File: config.mk
export PLATFORM = sky130hd
export DESIGN_NAME = rci_ctrl
export DESIGN_NICKNAME = d
export VERILOG_FILES = /design/src/rci_pkg.sv /design/src/rci_ctrl.sv
export SDC_FILE = /design/constraint.sdc
export NUM_CORES = 1
export LEC_CHECK = 0
export BUFFER_PORTS_ARGS = -buffer_cell sky130_fd_sc_hd__buf_2
export CAP_MARGIN = 40
export CELL_PAD_IN_SITES_DETAIL_PLACEMENT = 1
export CELL_PAD_IN_SITES_GLOBAL_PLACEMENT = 2
export CORE_AREA = 2 2 96 98
export DETAILED_ROUTE_END_ITERATION = 16
export DIE_AREA = 0 0 98 100
export GPL_ROUTABILITY_DRIVEN = 0
export PLACE_DENSITY = 0.82
export SLEW_MARGIN = 20
export SYNTH_ARGS = -nofsm -noshare
export SYNTH_HDL_FRONTEND = slang
export SYNTH_SLANG_ARGS = --single-unit
File: constraint.sdc
create_clock -name clock -period 2.3 [get_ports clock]
set_input_delay 0.23 -clock clock [delete_from_list [all_inputs] [get_ports clock]]
set_output_delay 0.23 -clock clock [all_outputs]
set_load 0.02 [all_outputs]
File: src/rci_pkg.sv
package rci_pkg;

   typedef logic signed [31:0] fix_type;

   localparam fix_type FIX_MAX = 32'sh7fff_ffff;
   localparam fix_type FIX_MIN = 32'sh8000_0000;

   localparam int REQ_W  = 320;
   localparam int RSP_W  = 256;
   localparam int CSR_AW = 3;
   localparam int TOL_W  = 17;

   localparam logic [TOL_W-1:0] TOL_RESET   = 17'd66;
   localparam logic             CSR_IDX_TOL = 1'b0;

   localparam int SQ_ITER    = 24;
   localparam int SQ_PER     = 2;
   localparam int SQ_STAGES  = SQ_ITER / SQ_PER;
   localparam int DIV_ITER   = 32;
   localparam int DIV_PER    = 2;
   localparam int DIV_STAGES = DIV_ITER / DIV_PER + 2;

   localparam int ST_IN   = 0;
   localparam int ST_MUL1 = 1;
   localparam int ST_ABC  = 2;
   localparam int ST_MUL2 = 3;
   localparam int ST_DISC = 4;
   localparam int ST_SQ   = 5;
   localparam int ST_NUM  = ST_SQ + SQ_STAGES;
   localparam int ST_DIV1 = ST_NUM + 1;
   localparam int ST_ZMUL = ST_DIV1 + DIV_STAGES;
   localparam int ST_ZADD = ST_ZMUL + 1;
   localparam int ST_SEL  = ST_ZADD + 1;
   localparam int ST_PMUL = ST_SEL + 1;
   localparam int ST_PADD = ST_PMUL + 1;
   localparam int ST_DIV2 = ST_PADD + 1;
   localparam int ST_OUT  = ST_DIV2 + DIV_STAGES;
   localparam int NSTAGE  = ST_OUT + 1;

   typedef struct packed {
      fix_type          rad;
      fix_type          e0;
      fix_type          e1;
      fix_type          ox;
      fix_type          oy;
      fix_type          oz;
      fix_type          dx;
      fix_type          dy;
      fix_type          dz;
      logic [30:0]      len;
      logic [6:0][62:0] prod;
      logic [6:0]       pneg;
      fix_type          a;
      fix_type          b;
      fix_type          c;
      fix_type          disc;
      fix_type          nb;
      fix_type          pzmid;
      logic             za;
      logic             zc;
      logic             disc_ok;
      logic [23:0]      root;
      fix_type          num0;
      fix_type          num1;
      fix_type          den;
      logic             den_ok;
      fix_type          quot0;
      fix_type          quot1;
      fix_type          z0;
      fix_type          z1;
      logic             hit;
      fix_type          q;
      fix_type          px;
      fix_type          py;
      fix_type          pz;
      fix_type          hdist;
   } item_type;

   function automatic fix_type sat_add(fix_type x, fix_type y);
      logic [32:0] s;
      s = {x[31], x} + {y[31], y};
      if (s[32] != s[31]) begin
         return s[32] ? FIX_MIN : FIX_MAX;
      end
      return s[31:0];
   endfunction

   function automatic fix_type sat_sub(fix_type x, fix_type y);
      logic [32:0] s;
      s = {x[31], x} - {y[31], y};
      if (s[32] != s[31]) begin
         return s[32] ? FIX_MIN : FIX_MAX;
      end
      return s[31:0];
   endfunction

   function automatic fix_type sat_neg(fix_type x);
      return (x == FIX_MIN) ? FIX_MAX : -x;
   endfunction

   function automatic logic [31:0] mag(fix_type x);
      return x[31] ? (~x + 32'd1) : x;
   endfunction

   function automatic logic [62:0] umul(logic [31:0] x, logic [31:0] y);
      logic [63:0] p;
      p = x * y;
      return p[62:0];
   endfunction

   // drop the fraction of a magnitude product, saturate, apply sign
   function automatic fix_type mul_fin(logic [62:0] p, logic neg);
      logic [46:0] r;
      logic [31:0] lim;
      r   = p[62:16];
      lim = neg ? 32'h8000_0000 : 32'h7fff_ffff;
      if (r > {15'd0, lim}) begin
         r = {15'd0, lim};
      end
      return neg ? (~r[31:0] + 32'd1) : r[31:0];
   endfunction

   function automatic fix_type div_fin(logic [31:0] quo, logic ovf, logic neg);
      logic [31:0] lim;
      logic [31:0] r;
      lim = neg ? 32'h8000_0000 : 32'h7fff_ffff;
      r   = (ovf || quo > lim) ? lim : quo;
      return neg ? (~r + 32'd1) : r;
   endfunction

   function automatic logic is_small(fix_type x, logic [TOL_W-1:0] tol);
      return mag(x) < {15'd0, tol};
   endfunction

   function automatic logic between(fix_type z, fix_type e0, fix_type e1);
      return ((e0 < e1) && (z >= e0) && (z <= e1)) || ((e1 < e0) && (z >= e1) && (z <= e0));
   endfunction

endpackage

File: src/rci_ctrl.sv
module rci_ctrl (
   input  logic                        clock,
   input  logic                        reset,
   input  logic                        in_valid,
   input  logic                        out_ready,
   output logic [rci_pkg::NSTAGE-1:0]  en,
   output logic                        out_valid
);

   localparam int N = rci_pkg::NSTAGE;

   logic [N-1:0] v_ff;
   logic [N-1:0] v_in;

   // a stage loads when it is empty or its item moves on
   always_comb begin
      en[N-1] = !v_ff[N-1] || out_ready;
      for (int i = N - 2; i >= 0; i--) begin
         en[i] = !v_ff[i] || en[i+1];
      end
   end

   always_comb begin
      v_in = v_ff;
      if (en[0]) begin
         v_in[0] = in_valid;
      end
      for (int i = 1; i < N; i++) begin
         if (en[i]) begin
            v_in[i] = v_ff[i-1];
         end
      end
   end

   always_ff @(posedge clock) begin
      if (reset) begin
         v_ff <= '0;
      end else begin
         v_ff <= v_in;
      end
   end

   assign out_valid = v_ff[N-1];

   assert property (@(posedge clock) disable iff (reset)
      (en[0] && v_ff[N-1] && !out_ready) |-> ($countones(v_ff) < N))
      else $error("input taken with no bubble in the pipe");

   assert property (@(posedge clock) disable iff (reset)
      (($countones(v_ff) == N) && !out_ready) |-> !en[0])
      else $error("full pipe accepted an item");

   assert property (@(posedge clock) disable iff (reset)
      1'b1 |=> ($countones(v_ff) == $past($countones(v_ff))
                + int'($past(in_valid && en[0]))
                - int'($past(v_ff[N-1] && out_ready))))
      else $error("item count not conserved");

endmodule

==> metrics.txt <==
outcome=finished, violations left; violated checks=setup timing; Largest register FFs=60; root buffer selected by CTS=clkbuf_8; master of the slowest instance on the critical path=dfxtp_4; cell chain of the critical path=nand4_4 > or3_4 > nor3_4 > inv_2 > nor4_4 > buf_4 > nand3_1 > buf_6; Die Y-Extent=100 µm; NumNets Final=439; kind of critical path=flop to output port; via count of the first global-routing pass=2602; core region area=8890 µm²; largest registers ranked by flip-flop count=v_ff: 60 flops; number of nets still failing antenna checks after routing=0; worst-case clock buffer depth=2; clock tree from TritonCTS=built; Hold Fails Final Rpt=0; FMAX=411.2 MHz; number of cells produced by synthesis=312; Initial Utilization=28.75%; unrepaired setup endpoints after global routing=yes; Max H-tree Level=3; Worst setup SP type=flop; antenna cells=0; Synth Area in Adders=0%; final setup margin=-0.1320 ns; Final Critical Period=2.432 ns; count of standard-cell rows=35; mean post-synth cell area=8.193 µm²; detailed-placement wirelength estimate=4954 µm; Vias=2658; transition at the pin with the smallest max-transition slack=0.6012 ns; number of ports placed on the die boundary=65; worst min-delay path category=input pin to flop; global-route wire length before repair=12630 µm; compound-gate portion of the synthesized area=11.60%; total power divided by cell area=494.9 nW/µm²; highest ir drop seen on vdd=0.0002545 V; count of hold-fix buffers inserted at cts=0; leakage power figure=1.722 nW; top fanout value on the critical path=5; maximum number of pins on one net before global-route repair=25; R2R setup slack=0.11 ns; area growth from synthesis to final layout=62.95%; Netlist cell types=33; share of post-route cells with drive strength above 1=49.09%; maxcap violations=0; number of warnings issued by yosys=0; endpoint required time on the critical path=2.07 ns; total of flip-flops plus latches after synthesis=60; total clock sinks=60; net count of the mapped netlist=316; post-synthesis share of cell area spent on xor and xnor gates=0%; mux share of post-synthesis cell area=0%; drt via density=4.824; GR Util All Layers=15.90%; antenna violations before repair=0; number of fill cells=1042; count of routing violations after the opening detailed-route iteration=55; largest family of logic cells by synthesized area=simple AND/OR/NAND/NOR gates; delay of the slowest cell on the worst path=0.37 ns; nature of the critical path endpoint=output port; setup violators final=26; Horiz. Die Dim=98 µm; first-pass iteration count of the detailed router=4; arrival time reported for the critical path endpoint=2.20 ns; minimum hold slack=0.09681 ns; post-placement worst setup slack=0.04607 ns; Slew HR=59.55%; routed length per instance=15.03 µm; DRC violations left=0; floorplan die area=9800 µm²; routed wire length=8281 µm; post-synthesis sequential area ratio=46.99%; Max Clock Skew=0.008213 ns; TritonCTS Buffers=9; Post-Synthesis Cell Area=2556 µm²; final cycle utilization of the critical path=105.7%; number of buffers added on ports=64; clock-pin slew on the worst setup and hold paths=0.07 ns; post-synthesis simple-gate area fraction=32.55%; Worst-Skew Late Latency=0.34 ns; register with the highest flop count=v_ff; Max Transition Viols Final=0; global-route congestion overflow total=0
-- stage by stage --
step	setup TNS (ns)	cells	power, mW	cell area [µm²]	util (%)
6_report	-1.891	551	2.061	4165	46.85
5_1_grt	-5.023	551	2.136	4165	46.85
4_1_cts	-1.822	533	2.078	3700	41.62
3_5_place_dp	0	490	1.099	3083	34.68
3_3_place_gp	0	490	1.099	3083	34.68
2_1_floorplan	0	312	1.087	2556	-
-- layout make-up --
type	instances	area [µm²]	share of cell area, %
Inverter	45	173.9	4.175
Clock buffer	12	155.1	3.725
Sequential cell	60	1237	29.71
Multi-Input combinational cell	195	1358	32.59
Clock inverter	4	47.55	1.141
Tap cell	111	138.9	3.334
Timing Repair Buffer	124	1055	25.32
-- placed cells by master, fill, tap and decap left out, types with 7 or more instances in the layout --
| cell type | Yosys | routed |
|---|---|---|
| buf_2 | 1 | 28 |
| nand2b_1 | 7 | 7 |
| nand2_1 | 29 | 17 |
| dfxtp_2 | 0 | 23 |
| nand3_1 | 21 | 10 |
| inv_1 | 44 | 40 |
| clkbuf_8 | 0 | 11 |
| buf_4 | 1 | 50 |
| a21oi_1 | 38 | 38 |
| nand4_1 | 14 | 14 |
| nor2_1 | 36 | 34 |
| dfxtp_1 | 60 | 35 |
| nand3_2 | 0 | 9 |
| o22ai_1 | 7 | 7 |
| buf_6 | 1 | 43 |
| nand2_4 | 0 | 7 |
-- where the power goes --
part	switching, mW	total (mW)	internal [mW]
Clock	0.432	0.988	0.556
Sequential	0.00232	1.04	1.04
Combinational	0.0219	0.0319	0.0101
-- layer usage --
layer	share of wire, %	GRT usage [%]	vias up	wire length (µm)
met5	0	0	-	0
met4	1.9	5.769	0	157
met3	5.0	4.178	17	413
met2	52	28.35	58	4300
met1	41	18.40	1274	3410
li1	-	-	1309	-
-- critical path: cells and delay by family, from the launching register on --
family	cells	cell delay (ns)
buffers and inverters	3	0.44
DFF	1	0.37
and+or+nand+nor	5	1.06
-- worst paths after layout --
check,startpoint,to,depth (start not counted)
setup / recovery,v_ff[55],en[5],8
hold / removal,in_valid,v_ff[0],3
setup reg to reg,v_ff[55],v_ff[0],8
hold reg to reg,v_ff[15],v_ff[16],2
-- timing repair --
action | 4_1_cts | 5_1_grt
cloned | 1 | 0
resized for setup | 75 | 93
setup buffers | 26 | 18
setup endpoints to repair | 43 | 51
pin swaps | 16 | 14
-- synthesized netlist by cell type --
cell type | instances | area (µm²)
dfxtp_1 | 60 | 1201
nand3_1 | 21 | 105.1
o21ai_0 | 1 | 5.000
o41ai_1 | 1 | 8.760
nand4_2 | 3 | 37.54
nor2_1 | 36 | 135.1
nor4_1 | 1 | 6.260
inv_2 | 1 | 3.750
o31ai_1 | 2 | 15.01
buf_6 | 1 | 11.26
and4_1 | 6 | 52.55
and4b_1 | 1 | 10.01
o22ai_1 | 7 | 43.79
o32ai_1 | 2 | 17.52
buf_4 | 1 | 7.510
nor4_2 | 1 | 12.51
inv_1 | 44 | 165.2
buf_2 | 1 | 5.000
and2_1 | 5 | 31.28
nand4_1 | 14 | 87.58
clkbuf_1 | 9 | 33.78
or4_1 | 1 | 7.510
nor2b_1 | 1 | 6.260
nor4_4 | 4 | 85.08
nor3_4 | 1 | 16.27
nand2_1 | 29 | 108.9
nor4b_2 | 1 | 15.01
or3_1 | 4 | 25.02
nand3b_1 | 2 | 15.01
nand2b_1 | 7 | 43.79
o41ai_2 | 1 | 16.27
and3_1 | 5 | 31.28
a21oi_1 | 38 | 190.2
-- cells by family after synthesis --
family | after synthesis
AO/OA/AOI/OAI | 52
flip-flops | 60
buffers and inverters | 57
AND/OR/NAND/NOR | 143
Note: power is estimated with default switching activity, not from simulation.
